--- config.mk ---
export PLATFORM = sky130hd
export DESIGN_NAME = lz78ttd_front
export DESIGN_NICKNAME = d
export VERILOG_FILES = /design/src/hdl/lz78ttd_pkg.sv /design/src/hdl/lz78ttd_front.sv
export SDC_FILE = /design/constraint.sdc
export NUM_CORES = 1
export LEC_CHECK = 0
export BUFFER_PORTS_ARGS = -buffer_cell sky130_fd_sc_hd__buf_2
export CAP_MARGIN = 30
export CORE_MARGIN = 4
export CORE_UTILIZATION = 35
export CTS_CLUSTER_DIAMETER = 80
export DETAILED_ROUTE_END_ITERATION = 8
export PLACE_DENSITY = 0.6
export SYNTH_ARGS = -nofsm -noshare
export SYNTH_HDL_FRONTEND = slang
export SYNTH_SLANG_ARGS = --single-unit
--- constraint.sdc ---
create_clock -name clk_i -period 4.5 [get_ports clk_i]
set_input_delay 0.675 -clock clk_i [delete_from_list [all_inputs] [get_ports clk_i]]
set_output_delay 0.675 -clock clk_i [all_outputs]
set_load 0.005 [all_outputs]
--- src/hdl/lz78ttd_pkg.sv ---
// Shared types and constants of the LZ78 text token decoder.
// No dependencies; used by the front, queue and back modules.
`timescale 1ns / 1ps
`default_nettype none

package lz78ttd_pkg;

  localparam logic [7:0] DIGIT_LOW  = 8'h30;
  localparam logic [7:0] DIGIT_HIGH = 8'h39;
  localparam int         RADIX      = 10;
  localparam int         QUEUE_DEPTH = 2;

  // Queue status seen by both sides of the token queue.
  typedef struct packed {
    logic full;
    logic empty;
  } queue_stat_t;

  // Back-end sequencer states.
  typedef enum logic [5:0] {
    ST_IDLE  = 6'b000001,
    ST_LEN   = 6'b000010,
    ST_WALK  = 6'b000100,
    ST_EREAD = 6'b001000,
    ST_EPUSH = 6'b010000,
    ST_LIT   = 6'b100000
  } back_state_e;

endpackage

`default_nettype wire

--- src/hdl/lz78ttd_front.sv ---
// Front end: accepts bytes, builds the decimal index, queues one token per literal.
// Depends on lz78ttd_pkg.
`timescale 1ns / 1ps
`default_nettype none

module lz78ttd_front import lz78ttd_pkg::*; #(
  parameter int DICT_ENTRIES = 512,
  parameter int IDXW         = 9,
  parameter int TOKW         = 19
) (
  input  wire logic            clk_i,
  input  wire logic            rst_ni,
  input  wire logic            in_valid_i,
  output logic                 in_stall_o,
  input  wire logic [7:0]      in_byte_i,
  input  wire logic            start_of_stream_i,
  input  queue_stat_t          q_stat_i,
  output logic                 push_o,
  output logic [TOKW-1:0]      push_data_o
);

  localparam int ACCW = IDXW + 4;

  logic [IDXW-1:0] acc_q, acc_d, acc_base;
  logic            ovf_q, ovf_d, ovf_base;
  logic            clr_q, clr_d;
  logic [ACCW-1:0] acc_next;
  logic            is_digit, accept, too_big;

  assign in_stall_o = q_stat_i.full;
  assign accept     = in_valid_i && !q_stat_i.full;
  assign is_digit   = (in_byte_i >= DIGIT_LOW) && (in_byte_i <= DIGIT_HIGH);
  assign acc_base   = start_of_stream_i ? '0 : acc_q;
  assign ovf_base   = start_of_stream_i ? 1'b0 : ovf_q;
  assign acc_next   = ACCW'(acc_base) * ACCW'(RADIX) + ACCW'(in_byte_i - DIGIT_LOW);
  assign too_big    = acc_next > ACCW'(DICT_ENTRIES - 1);

  // token layout: clear, overflow, index, literal
  assign push_o      = accept && !is_digit;
  assign push_data_o = {clr_q | start_of_stream_i, ovf_base, acc_base, in_byte_i};

  always_comb begin
    acc_d = acc_q;
    ovf_d = ovf_q;
    clr_d = clr_q;
    if (accept) begin
      if (is_digit) begin
        // hold the accumulator once it has overflowed
        acc_d = (too_big || ovf_base) ? acc_base : acc_next[IDXW-1:0];
        ovf_d = ovf_base | too_big;
        clr_d = clr_q | start_of_stream_i;
      end else begin
        acc_d = '0;
        ovf_d = 1'b0;
        clr_d = 1'b0;
      end
    end
  end

  always_ff @(posedge clk_i or negedge rst_ni) begin
    if (!rst_ni) begin
      acc_q <= '0;
      ovf_q <= 1'b0;
      clr_q <= 1'b0;
    end else begin
      acc_q <= acc_d;
      ovf_q <= ovf_d;
      clr_q <= clr_d;
    end
  end

endmodule

`default_nettype wire

==> results.ini <==
[status]
status=completed

[synth]
ys_seq_area_share_pct=14.9
ys_types=55
post-synth-top-area-cell=dfrtp_1
synth_area_mm2=0.00185
ys_top_cells_by_count=25 x nand2_1, 24 x nor2_1, 20 x ha_1
postSynthAreaPerCell_um2=7.54
synth.most_common_cell=nand2_1
synth_flop_cell=dfrtp_1
ys_ff_latch=11
ys_async_sr_fraction_pct=100
yosys_warnings=0
syn_nets=280
postSynthCellCount=245
synth_top_area_share_pct=14.9
synth_edf_count=0
synthTopCellsByArea=dfrtp_1 15%, ha_1 14%, xnor2_1 8.5%

[timing]
rsz0062_at_grt=false
clock.fmax_ghz=0.241
fin_setup_tns_ns=0
holdWs_ns=0.292
setup_viol=0
drv_slew=0
min_period_over_period_pct=92.2
hold_viol=0
finClkSkew_ns=0.000775
slew-limit-headroom_pct=60.8
min_period_ns=4.15
worst_pin_slew_ns=0.586

[floorplanning]
initial_core_util_pct=36.2
coreArea_mm2=0.00511
die_area_mm2=0.00651
num_io_pins=35
die_w_um=80.7
die_y_um=80.7
rows=26

[pwr]
power.density_mw_per_mm2=145
fin_total_pwr_uw=304
p_leak_uw=0.00102
ir_drop_uv=89.2

[clock_tree]
clk_path_buf_depth=2
cts.htree.levels=1
worstSkewPairLatency_ns=0.24
cts_buffers=3
holdBufCountCts=0
tritoncts=done
numClockSinks=11
root_buffer=clkbuf_8
clk_pin_slew_ns=0.05

[route]
drt-pass1-iter-count=4
ant_nets=0
vias=1726
wirelength_um=4740
wl_per_cell_um=13.8
drc=0
avgViaCountPerCell=5.05
drt_iter0_markers=117

[worst_setup_path]
crit_fanout=12
critical_path_arrival_ns=4.27
worstPathRequired_ns=4.63
worstSetupEndpointType=flop
cp-start-kind=input port
worstSetupPathType=in -> reg

[place]
gp_congestion=0.875
place_hpwl_um=3890
dp.cells=337
portBuffers=33

[finish]
final_cells=342
area_growth_pct=13.9
final_net_count=308
antennaDiodeCount=0
multi_input_area_mm2=0.00143
seq_area_um2=275
num-fill-cells=525
utilization_pct=41.2
drive_gt1_share_pct=22.1

[global_routing]
antenna_found_initial=0
grt_pass1_vias=1712
grt_pass1_wl_um=8170
grt_use_total_pct=15.6
grt_max_degree=13
grt-ovfl-total=0

[flow_run]
cap_violations=0

[min_path]
hp-class=in -> async

-- per-layer routing --
metal | wire length (um) | track usage, % | up-vias
met5 | 0 | 0 | -
met1 | 2230 | 21.1 | 778
met3 | 182 | 0.448 | 7
met4 | 65 | 4.22 | 0
met2 | 2260 | 26.9 | 38
li1 | - | - | 903
-- logic make-up (layout without fill, tap and decap cells) --
| family | Yosys count | in the layout | synth area share [%] |
|---|---|---|---|
| muxes | 1 | 1 | 0.542 |
| and+or+nand+nor | 102 | 102 | 28.8 |
| adders and majority gates | 21 | 21 | 14.6 |
| AOI/OAI and AO/OA | 56 | 56 | 20.8 |
| xor gates and xnor gates | 23 | 23 | 11.7 |
| buffers and inverters | 31 | 58 | 8.60 |
| DFF | 11 | 11 | 14.9 |
-- report_power, final --
part	switching (uW)	internal (uW)
clock	39.6	62.4
combinational	58.5	39.8
sequential	2.47	102
total	101	204
-- critical path, cell delays in order --
cell and delay (ns):
buf_2 0.20, nand2b_1 0.15, inv_1 0.08, nand2_1 0.11
inv_1 0.05, ha_1 0.26, a21o_1 0.15, a21oi_1 0.24
o21bai_1 0.09, a21oi_1 0.22, o21ai_0 0.15, xnor2_1 0.15
ha_1 0.35, nand2b_1 0.12, o221ai_1 0.14, nor3_1 0.19
mux2i_1 0.10, nand3b_1 0.28, o211a_1 0.27, a221o_1 0.25
-- per-stage QoR --
step | area, um^2 | setup WS, ns
2_1_floorplan | 1850 | 0.510
3_3_place_gp | 2040 | 0.134
3_5_place_dp | 2040 | 0.105
4_1_cts | 2090 | 0.356
5_1_grt | 2100 | 0.0302
6_report | 2100 | 0.353
-- registers in the layout, indices dropped and copies added (netlist names) --
| signal | flops |
|---|---|
| acc_q | 9 |
| clr_q | 1 |
| ovf_q | 1 |
-- area by class of cell --
cell class	instances	area share (%)
sequential	11	13.1
timing repair buffer	40	10.3
multi-input combinational	203	67.7
tap	70	4.16
inverter	14	2.56
clock buffer	4	2.14
-- cell usage in the layout (no fill, tap or decap), drive strengths merged, types with 2 or more instances in the layout --
cell type,instances
a21o,5
a21oi,19
a31oi,3
and2,7
and3,2
buf,40
clkbuf,4
dfrtp,11
ha,20
inv,13
nand2,25
nand2b,6
nand3,7
nand3b,2
nand4,8
nor2,25
nor2b,9
nor3,5
nor4,2
o211ai,6
o21ai,8
o311ai,2
or3,2
xnor2,19
xor2,4
-- final timing paths --
path,end,depth (start not counted),startpoint,slack (ns)
hold / removal,acc_q[2],1,rst_ni,0.29
max in group asynchronous,acc_q[8],1,rst_ni,4.01
hold reg to reg,clr_q,2,clr_q,0.49
setup reg to reg,acc_q[6],18,acc_q[4],0.53
setup / recovery,acc_q[6],20,start_of_stream_i,0.35
min in group clk_i,clr_q,2,clr_q,0.49
-- repair_timing --
| action | 4_1_cts | 5_1_grt |
|---|---|---|
| gates resized for setup | 0 | 2 |
| buffers inserted | 0 | 1 |
| setup endpoints to repair | 0 | 9 |
Power figures use the tool's default switching activity.
