<file path="config.mk">
export PLATFORM = sky130hd
export DESIGN_NAME = lz78ttd_fifo
export DESIGN_NICKNAME = d
export VERILOG_FILES = /design/src/hdl/lz78ttd_pkg.sv /design/src/hdl/lz78ttd_fifo.sv
export SDC_FILE = /design/constraint.sdc
export NUM_CORES = 1
export LEC_CHECK = 0
export BUFFER_PORTS_ARGS = -buffer_cell sky130_fd_sc_hd__buf_4
export CAP_MARGIN = 15
export CORE_MARGIN = 2
export CORE_UTILIZATION = 54
export CTS_CLUSTER_DIAMETER = 80
export DETAILED_ROUTE_END_ITERATION = 16
export GPL_ROUTABILITY_DRIVEN = 0
export PLACE_DENSITY = 0.82
export SYNTH_ARGS = -nofsm -noshare
export SYNTH_HDL_FRONTEND = slang
export SYNTH_SLANG_ARGS = --single-unit
</file>
<file path="constraint.sdc">
create_clock -name clk_i -period 3.53 [get_ports clk_i]
set_input_delay 0.8825 -clock clk_i [delete_from_list [all_inputs] [get_ports clk_i]]
set_output_delay 0.8825 -clock clk_i [all_outputs]
set_load 0.01 [all_outputs]
</file>
<file path="src/hdl/lz78ttd_pkg.sv">
// Shared types and constants of the LZ78 text token decoder.
// No dependencies; used by the front, queue and back modules.
`timescale 1ns / 1ps
`default_nettype none

package lz78ttd_pkg;

  localparam logic [7:0] DIGIT_LOW  = 8'h30;
  localparam logic [7:0] DIGIT_HIGH = 8'h39;
  localparam int         RADIX      = 10;
  localparam int         QUEUE_DEPTH = 2;

  // Queue status seen by both sides of the token queue.
  typedef struct packed {
    logic full;
    logic empty;
  } queue_stat_t;

  // Back-end sequencer states.
  typedef enum logic [5:0] {
    ST_IDLE  = 6'b000001,
    ST_LEN   = 6'b000010,
    ST_WALK  = 6'b000100,
    ST_EREAD = 6'b001000,
    ST_EPUSH = 6'b010000,
    ST_LIT   = 6'b100000
  } back_state_e;

endpackage

`default_nettype wire

</file>
<file path="src/hdl/lz78ttd_fifo.sv">
// Short token queue between the front and back of the decoder.
// Depends on lz78ttd_pkg.
`timescale 1ns / 1ps
`default_nettype none

module lz78ttd_fifo import lz78ttd_pkg::*; #(
  parameter int WIDTH = 19
) (
  input  wire logic             clk_i,
  input  wire logic             rst_ni,
  input  wire logic             push_i,
  input  wire logic [WIDTH-1:0] push_data_i,
  input  wire logic             pop_i,
  output logic      [WIDTH-1:0] pop_data_o,
  output queue_stat_t           stat_o
);

  localparam int PW = (QUEUE_DEPTH > 1) ? $clog2(QUEUE_DEPTH) : 1;
  localparam int CW = $clog2(QUEUE_DEPTH + 1);

  logic [WIDTH-1:0] slot_q [QUEUE_DEPTH];
  logic [PW-1:0]    wr_ptr_q, wr_ptr_d;
  logic [PW-1:0]    rd_ptr_q, rd_ptr_d;
  logic [CW-1:0]    fill_q, fill_d;
  logic             do_push, do_pop;

  assign stat_o.full  = (fill_q == CW'(QUEUE_DEPTH));
  assign stat_o.empty = (fill_q == '0);
  assign do_push      = push_i && !stat_o.full;
  assign do_pop       = pop_i && !stat_o.empty;
  assign pop_data_o   = slot_q[rd_ptr_q];

  always_comb begin
    wr_ptr_d = wr_ptr_q;
    rd_ptr_d = rd_ptr_q;
    fill_d   = fill_q;
    if (do_push) begin
      wr_ptr_d = (wr_ptr_q == PW'(QUEUE_DEPTH - 1)) ? '0 : PW'(wr_ptr_q + 1'b1);
    end
    if (do_pop) begin
      rd_ptr_d = (rd_ptr_q == PW'(QUEUE_DEPTH - 1)) ? '0 : PW'(rd_ptr_q + 1'b1);
    end
    case ({do_push, do_pop})
      2'b10:   fill_d = CW'(fill_q + 1'b1);
      2'b01:   fill_d = CW'(fill_q - 1'b1);
      default: fill_d = fill_q;
    endcase
  end

  always_ff @(posedge clk_i or negedge rst_ni) begin
    if (!rst_ni) begin
      wr_ptr_q <= '0;
      rd_ptr_q <= '0;
      fill_q   <= '0;
    end else begin
      wr_ptr_q <= wr_ptr_d;
      rd_ptr_q <= rd_ptr_d;
      fill_q   <= fill_d;
    end
  end

  always_ff @(posedge clk_i) begin
    if (do_push) begin
      slot_q[wr_ptr_q] <= push_data_i;
    end
  end

endmodule

`default_nettype wire

</file>
==> run metrics, run 1 <==
Placed Area=1920 sq um; drt via density=5.27; drt wl/cell=15.7 um; syn_nets=101; die area=3340 sq um; Comb pwr share=0.326; grt total ovfl=0; Sw Ratio=0.285; status=finished, final reports clean; Initial Utilization=0.566; Achievable Freq=0.371 GHz; TritonCTS clock tree=done; PD cells=791 nW/um^2; syn avg cell area=20.3 sq um; VDD IR max=645 uV; Crit Path Max Fanout=20; overall die height=57.8 um; all-layer global routing usage=0.162; M1 GR Usage=0.192; initial antenna violation count=0; Post-CTS Setup Inserts=0; IO buf count=43; Core Region=2760 sq um; post-DP HPWL=1620 um; Die X=57.8 um; final setup skew=0.00757 ns; post-synthesis register bit count=42; setup tns final=0 ns; MaxCap Viol Count=0; largest net degree at the start of global routing=21; top cells by area, synth=edfxtp_1 73%, mux2_2 14%, dfrtp_1 6.4%; nature of the critical path endpoint=primary output; DR vias=just over 800; vias in the first global route=796; endpoints failing hold=0; CP Class=reg -> out; final max-slew violation count=0; worst path required time=2.65 ns; met3 usage=0.0737; hold_buf cts=0; Netlist cell types=13; post-route cell area=1990 sq um; Yosys Warn Count=0; area leader, netlist=edfxtp_1; first-pass GRT wire length=around 3800 um; layout cells sized above 1=0.556; root buf cell=clkbuf_4; deepest clock path buffer count=2; RSZ-0062 raised after global routing=false; top cell type's share of synthesized area=0.731; max_slew headroom=0.344; DRC Markers=0; later-pin clock latency in the skew report=approximately 0.34 ns; Final Setup Violations=0; boundary pin count=44; Nets=149; PostCTS Resize Cnt=0; TritonCTS buffer count=5; Hold/Removal Path Class=in -> async; Crit path arrival time=1.81 ns; Cells after Synth=77; internal power=1.13 mW; clk sinks=42; # rows=19; H-tree Lvls=2; Tcrit/Tclk final=0.763; clock power share=0.185; Final min period=2.69 ns; DRT iter0 DRCs=25; Antenna Nets Post-Route=0; slew at the pin with the worst max-slew slack=about 0.98 ns; LEAKAGE=0.772 nW; Sequential Power Share=0.489; Psw=~0.45 mW; Cell Area, Synth=1560 sq um; global route hottest layer=met2; CP startpoint kind=register; post-synthesis sequential area ratio=0.795; final WL=around 2500 um; met2 usage=0.248; clk slew on worst S/H paths=0.11 ns; area grow syn2layout=27.5%; Ant. Diodes=0; Final Core Density=0.722; drt pass-1 iters=4
[routing by layer]
layer,vias up,part of all wire
li1,384,-
met2,35,0.51
met5,-,0
met1,407,0.41
met3,2,0.077
met4,0,0.011
[synth_stat cells]
master / number
nor2_1: 3
nand2b_1: 1
and3_1: 1
edfxtp_1: 38
xor2_1: 2
mux2_2: 19
dfrtp_1: 4
buf_2: 2
inv_1: 1
xnor2_1: 3
nor2b_2: 1
ha_1: 1
nand2_1: 1
[logic make-up (layout without fill, tap and decap cells)]
kind of cell  Yosys count  in the layout  share of synthesized area
flops                  42             42                      0.795
mux                    19             19                      0.137
simple gates            7              7                     0.0232
xor+xnor                5              5                     0.0280
buf+inv                 3             52                    0.00881
fa+ha+maj               1              1                    0.00801
[sequential cells by signal, summed over array words and instances, names as in the netlist]
register / cells
fill_q: 2
slot_q: 38
rd_ptr_q: 1
wr_ptr_q: 1
[critical path, cell delays in order (launching register included)]
cell     delay (ns)
dfrtp_1        0.91
mux2_2         0.42
buf_4          0.14
[cells in the final DEF, fill, tap and decap left out, types with 2 or more instances in the layout]
cell	netlist	routed
mux2_2	19	19
dfrtp_1	4	4
xnor2_1	3	3
xor2_1	2	2
clkbuf_4	0	5
clkbuf_1	0	2
nor2_1	3	2
buf_4	0	43
edfxtp_1	38	38
[path summary, 6_finish.rpt]
kind | to | cells past startpoint | slack [ns] | start
worst max-delay path | pop_data_o[16] | 2 | 0.84 | rd_ptr_q
worst min register to register | fill_q[1] | 1 | 0.51 | fill_q[1]
worst min-delay path | fill_q[0] | 1 | 0.32 | rst_ni
max in group asynchronous | rd_ptr_q | 1 | 3.10 | rst_ni
worst max register to register | slot_q[0][14] | 3 | 1.65 | fill_q[0]
min in group clk_i | fill_q[1] | 1 | 0.51 | fill_q[1]
[power groups by stage]
stage	clock, mW	combinational [mW]	sequential, mW
CTS	0.298	0.522	0.772
finish	0.292	0.514	0.769
detailed placement	0	0.518	0.783
global placement	0	0.508	0.775
global route	0.316	0.554	0.787
floorplan	0	0.336	0.726
[final cells by class]
class	instances	area, sq um
inverter	1	3.75
tap	31	38.8
clock buffer	7	45.0
timing repair buffer	43	323
multi-input combinational	32	309
fill	191	767
clock inverter	1	30.0
sequential	42	1240
[metrics by stage]
stage	setup slack, ns	std cells	total power [mW]	hold WS [ns]
2_1_floorplan	1.34	77	1.06	0.461
3_3_place_gp	1.20	149	1.28	0.480
3_5_place_dp	1.19	149	1.30	0.495
4_1_cts	0.808	157	1.59	0.300
5_1_grt	0.704	157	1.66	0.280
6_report	0.838	157	1.57	0.321
(Power assumes the default switching activity.)
==> run 2: changes to the inputs <==
--- a/config.mk
+++ b/config.mk
@@ -8,11 +8,11 @@
 export BUFFER_PORTS_ARGS = -buffer_cell sky130_fd_sc_hd__buf_4
 export CAP_MARGIN = 15
 export CORE_MARGIN = 2
-export CORE_UTILIZATION = 54
+export CORE_UTILIZATION = 45
 export CTS_CLUSTER_DIAMETER = 80
 export DETAILED_ROUTE_END_ITERATION = 16
 export GPL_ROUTABILITY_DRIVEN = 0
-export PLACE_DENSITY = 0.82
+export PLACE_DENSITY = 0.73
 export SYNTH_ARGS = -nofsm -noshare
 export SYNTH_HDL_FRONTEND = slang
 export SYNTH_SLANG_ARGS = --single-unit
==> constraint.sdc (replaced) <==
create_clock -name clk_i -period 2.2 [get_ports clk_i]
set_input_delay 0.55 -clock clk_i [delete_from_list [all_inputs] [get_ports clk_i]]
set_output_delay 0.55 -clock clk_i [all_outputs]
set_load 0.01 [all_outputs]
==> run 2 against run 1 <==
Critical endpoint is now pop_data_o[4]. Die area is 19% higher. Non-clock buffer count up 6. Core utilization is 11 points lower. Cell area is 3.3% higher. Final cell count rose by 13%. Clock-buffer cell count unchanged. Register-to-register slack worse by 0.87 ns.
==> run metrics, run 2 (same netlist as run 1, synthesis figures left out) <==
M1 WL=999 um (-0.10%); hold depth=1; TritonCTS buffer count=5 (unchanged); grt total ovfl=0 (unchanged); Crit path arrival time=1.38 ns (-0.43 ns); layout cells sized above 1=0.568 (+0.0126); endpoints failing hold=0 (unchanged); Sw Ratio=0.280 (-0.00572); IO buf count=43 (unchanged); drt wl/cell=13.5 um (-14%); die area=3960 sq um (+19%); Finished Layout Cells=178 (+13%); overall die height=62.9 um (+8.9%); reg2reg setup slack=0.78 ns (-0.87 ns); all-layer global routing usage=0.133 (-0.0291); internal power=1.85 mW (+64%); area grow syn2layout=31.7%; worst r2r src=fill_q[0]; Routed met3 length=203 um (+6.8%); Place WS=0.631 ns (-0.559 ns); Final Core Density=0.616 (-0.105); max_slew headroom=0.824 (+0.479); deepest clock path buffer count=2 (unchanged); H-tree Lvls=2 (unchanged); boundary pin count=44 (unchanged); post-route setup slack=0.268 ns (-0.570 ns); clk sinks=42 (unchanged); first-pass GRT wire length=3840 um (+1.6%); drt pass-1 iters=3 (-1); DRC Markers=0 (unchanged); worst r2r dst=fill_q[1]; area of the multi-input gates=309 sq um (unchanged); Core Region=3340 sq um (+21%); setup tns final=0 ns (unchanged); storage element area=1240 sq um (unchanged); dpl cells=169 (+13%); slew at the pin with the worst max-slew slack=0.265 ns (-0.718 ns); RSZ-0062 raised after global routing=false; Largest regs=slot_q x38, fill_q x2; root buf cell=clkbuf_4; worst path required time=1.65 ns (-1.00 ns); Ant. Diodes=0 (unchanged); CP Class=reg -> out; final max-slew violation count=0 (unchanged); PD cells=1250 nW/um^2 (+58%); Post-CTS Setup Inserts=0 (unchanged); post-DP HPWL=1690 um (+4.1%); Antenna Nets Post-Route=0 (unchanged); Sequential Power Share=0.451 (-0.038); max FFs per register=38 (unchanged); nature of the critical path endpoint=primary output; final setup skew=0.00606 ns (-0.00151 ns); Initial Utilization=0.468 (-0.0983); top routing layer in use=met4; Crit Path Max Fanout=10 (-50%); # rows=21 (+2); CP startpoint kind=register; clock power share=0.179 (-0.006); fill count=266 (+39%); final WL=2400 um (-2.9%); largest net degree at the start of global routing=20 (-4.8%); commonest non-fill, non-tap cells in the layout=48 x buf_4, 38 x edfxtp_1, 19 x mux2_2; worst-case hold path end point=slot_q[0][6]; hold_sp=push_data_i[6]; Tcrit/Tclk final=0.878; met2 routed WL=1170 um (-6.6%); Reg2Reg Depth=5 (+2); Hold/Removal Path Class=in -> reg; DR vias=839 (+1.3%); Nets=155 (+4.0%); clk slew on worst S/H paths=0.11 ns (about the same); later-pin clock latency in the skew report=0.33 ns (about the same); Most flops, register=slot_q; Final min period=around 1.9 ns; Final Setup Violations=0 (unchanged); TritonCTS clock tree=done; VDD IR max=598 uV (-7.2%); Psw=0.718 mW (+60%); most common cell after layout, fill and taps aside=buf_4; Comb pwr share=0.369 (+0.043); drt via density=4.71 (-11%); vias in the first global route=855 (+7.4%); status=finished, final reports clean; MaxCap Viol Count=0 (unchanged); initial antenna violation count=0 (unchanged); Achievable Freq=between 0.5 and 0.6 GHz; Die X=62.9 um (+8.9%); LEAKAGE=0.802 nW (+3.8%); DRT iter0 DRCs=24 (-4.0%)
==> run 2: cell types whose count changed in the layout (fill, tap and decap cells not counted) <==
cell / delta
buf_4: +5
dlygate4sd3_1: +1
==> run 2: metrics by stage <==
stage                     power (mW)  hold WS [ns]  cell area [sq um]
after floorplan                 1.70         0.254               1560
after global placement          2.12         0.350               1970
after detailed placement        2.14         0.353               1970
after CTS                       2.61         0.377               2060
after global routing            2.72         0.362               2060
final                           2.57         0.394               2060
==> run 2: repair_timing <==
item	4_1_cts	5_1_grt
hold buffers	1	0
endpoints found under the hold margin	4	0
gates resized for setup	0	0
==> run 2: worst max path at each step <==
stage	startpoint	endpoint	slack, ns	depth (start not counted)
after floorplan	push_i	slot_q[0][0]	0.34	2
after global routing	rd_ptr_q	pop_data_o[4]	0.20	3
after global placement	rd_ptr_q	pop_data_o[4]	0.64	3
after CTS	rd_ptr_q	pop_data_o[11]	0.24	3
after detailed placement	rd_ptr_q	pop_data_o[4]	0.63	3
final	rd_ptr_q	pop_data_o[4]	0.27	3
==> run 2: worst max-delay path, cell delays in order (launching register included) <==
cell and delay [ns]:
dfrtp_1 0.36, buf_4 0.19, mux2_2 0.36, buf_4 0.14
==> run 2: layout make-up <==
cell class              count  share of cell area
clock buffers               7              0.0219
clock inverters             1              0.0146
inverters                   1             0.00182
multi-input cells          32               0.150
flip-flops and latches     42               0.603
well taps                  46              0.0280
repair buffers             49               0.180
==> run 2: power groups by stage <==
| stage | Combinational, mW | Sequential (mW) | Clock, mW |
|---|---|---|---|
| finish | 0.949 | 1.16 | 0.461 |
| global route | 1.03 | 1.18 | 0.507 |
| CTS | 0.967 | 1.16 | 0.478 |
| detailed placement | 0.960 | 1.18 | 0 |
| global placement | 0.945 | 1.17 | 0 |
| floorplan | 0.540 | 1.16 | 0 |
==> run 2: routing by layer <==
layer  GRT usage  up-vias
li1            -      397
met1       0.152      403
met2       0.211       35
met3      0.0631        4
met4      0.0583        0
met5           0        -
==> run 3: changes to the inputs <==
--- a/config.mk
+++ b/config.mk
@@ -7,9 +7,9 @@
 export LEC_CHECK = 0
 export BUFFER_PORTS_ARGS = -buffer_cell sky130_fd_sc_hd__buf_4
 export CAP_MARGIN = 15
-export CORE_MARGIN = 2
+export CORE_MARGIN = 1
 export CORE_UTILIZATION = 45
-export CTS_CLUSTER_DIAMETER = 80
+export CTS_CLUSTER_DIAMETER = 40
 export DETAILED_ROUTE_END_ITERATION = 16
 export GPL_ROUTABILITY_DRIVEN = 0
 export PLACE_DENSITY = 0.73
==> run 3 against run 2 <==
Cell area down 1.2%. Clock-buffer cell count shrank 2. Routed wire length is 1.3% lower. Non-clock buffer count down 2. Combinational power shrank 2.2%. Worst setup slack worse by 0.17 ns. Global-route usage grew 0.96 points. Die area down 6.3%. Power fell by 4.1%. Sequential cell count is the same. Critical endpoint is now pop_data_o[6]. Largest cell class unchanged. Largest power group unchanged.
==> run metrics, run 3 (same netlist as run 1, synthesis figures left out) <==
status=finished, final reports clean; Antenna Nets Post-Route=0 (unchanged); DR vias=826 (-1.5%); # rows=21 (unchanged); Crit path arrival time=1.55 ns (+0.17 ns); boundary pin count=44 (unchanged); clk slew on worst S/H paths=0.12 ns (about the same); Final Core Density=0.609 (-0.00712); drt wl/cell=13.4 um (-0.17%); Final min period=2.10 ns (+0.172 ns); global route hottest layer=met2; MaxCap Viol Count=0 (unchanged); commonest non-fill, non-tap cells in the layout=45 x buf_4, 38 x edfxtp_1, 19 x mux2_2; Die X=60.9 um (-3.2%); Final Setup Violations=0 (unchanged); final max-slew violation count=0 (unchanged); Tot Pwr=2.46 mW (-4.1%); Hold/Removal Path Class=in -> reg; DRC Markers=0 (unchanged); Largest regs=slot_q x38, fill_q x2; most common cell after layout, fill and taps aside=buf_4; worst path required time=1.65 ns (about the same); all-layer global routing usage=0.142 (+0.00955); largest net degree at the start of global routing=20 (unchanged); clk sinks=42 (unchanged); DRT iter0 DRCs=15 (-38%); RSZ-0062 raised after global routing=false; hold depth=1 (unchanged); grt total ovfl=0 (unchanged); nature of the critical path endpoint=primary output; final setup skew=0.00307 ns (-0.00299 ns); dpl cells=167 (-1.2%); post-DP HPWL=1620 um (-4.1%); slew at the pin with the worst max-slew slack=0.288 ns (+0.0237 ns); VDD IR max=603 uV (+0.70%); first-pass GRT wire length=3470 um (-9.5%); met3 usage=0.0768 (+0.0137); LEAKAGE=0.786 nW (-2.0%); Tcrit/Tclk final=0.956 (+0.0780); TritonCTS buffer count=5 (unchanged); Most flops, register=slot_q; Ant. Diodes=0 (unchanged); drt via density=4.69 (-0.43%); max FFs per register=38 (unchanged); TritonCTS clock tree=done; Finished Layout Cells=176 (-1.1%); PD cells=1210 nW/um^2 (-3.0%); deepest clock path buffer count=2 (unchanged); PostCTS Resize Cnt=0 (unchanged); setup tns final=0 ns (unchanged); final WL=2370 um (-1.3%); max_slew headroom=0.808 (-0.0158); endpoints failing hold=0 (unchanged); area grow syn2layout=30.2%; Post-CTS Setup Inserts=0 (unchanged); Nets=153 (-1.3%); M1 GR Usage=0.157 (+0.00445); met2 usage=0.221 (+0.00991); later-pin clock latency in the skew report=0.34 ns (about the same); drt pass-1 iters=4 (+1); initial antenna violation count=0 (unchanged); die area=3710 sq um (-6.3%); root buf cell=clkbuf_4; layout cells sized above 1=0.569 (+0.00105); overall die height=60.9 um (-3.2%); Core Region=3340 sq um (unchanged); CP startpoint kind=register; Crit Path Max Fanout=15 (+5); vias in the first global route=796 (-6.9%); Reg2Reg Depth=5 (unchanged); H-tree Lvls=2 (unchanged); Initial Utilization=0.468 (unchanged); CP Class=reg -> out; IO buf count=43 (unchanged); fill count=253 (-4.9%); Achievable Freq=0.475 GHz (-8.2%)
==> run 3: changes by cell type in the layout (fill, tap and decap cells not counted), sizes merged <==
cell | previous run | this run
buf | 48 | 46
clkinvlp | 0 | 1
clkbuf | 7 | 5
bufinv | 1 | 0
clkinv | 0 | 2
==> run 3: worst paths after layout <==
path	startpoint	to	slack, ns
max in group asynchronous	rst_ni	rd_ptr_q	1.58
worst max register to register	fill_q[0]	fill_q[1]	0.77
worst max-delay path	rd_ptr_q	pop_data_o[6]	0.1
worst min-delay path	push_data_i[5]	slot_q[0][5]	0.38
min in group asynchronous	rst_ni	fill_q[1]	0.52
worst min register to register	fill_q[1]	fill_q[1]	0.51
==> run 3: worst max-delay path, stage by stage, from the launching register on <==
cell     delay, ns
dfrtp_1       0.52
buf_12        0.19
mux2_2        0.34
buf_4         0.14
==> run 3: power by group <==
part / leakage (nW) / internal (mW) / switching [mW]
registers: 0.400 / 1.10 / 0.0824
logic: 0.357 / 0.514 / 0.415
clock network: 0.0286 / 0.119 / 0.235
total: 0.786 / 1.73 / 0.732
==> run 3: per-stage QoR <==
step | setup slack (ns) | instance area, sq um | hold WS (ns)
final | 0.0966 | 2030 | 0.380
after global routing | 0.0201 | 2030 | 0.348
after CTS | 0.0749 | 2030 | 0.363
after detailed placement | 0.482 | 1970 | 0.352
after global placement | 0.494 | 1970 | 0.351
after floorplan | 0.343 | 1560 | 0.254
==> run 3: timing repair <==
item / in CTS / in global routing
hold endpoints to repair: 4 / 0
setup endpoints to repair: 0 / 0
hold buffers: 1 / 0
==> run 3: cell type report <==
type / instances / area (sq um) / share of cell area
Tap cell: 46 / 57.6 / 0.0283
Multi-Input combinational cell: 32 / 309 / 0.152
Sequential cell: 42 / 1240 / 0.610
Clock buffer: 5 / 37.5 / 0.0185
Inverter: 1 / 3.75 / 0.00185
Timing Repair Buffer: 47 / 368 / 0.181
Clock inverter: 3 / 16.3 / 0.00800
==> run 3: routing by layer <==
layer / vias up / share of wire
li1: 393 / -
met1: 387 / 0.39
met2: 40 / 0.50
met3: 6 / 0.092
met4: 0 / 0.019
met5: - / 0
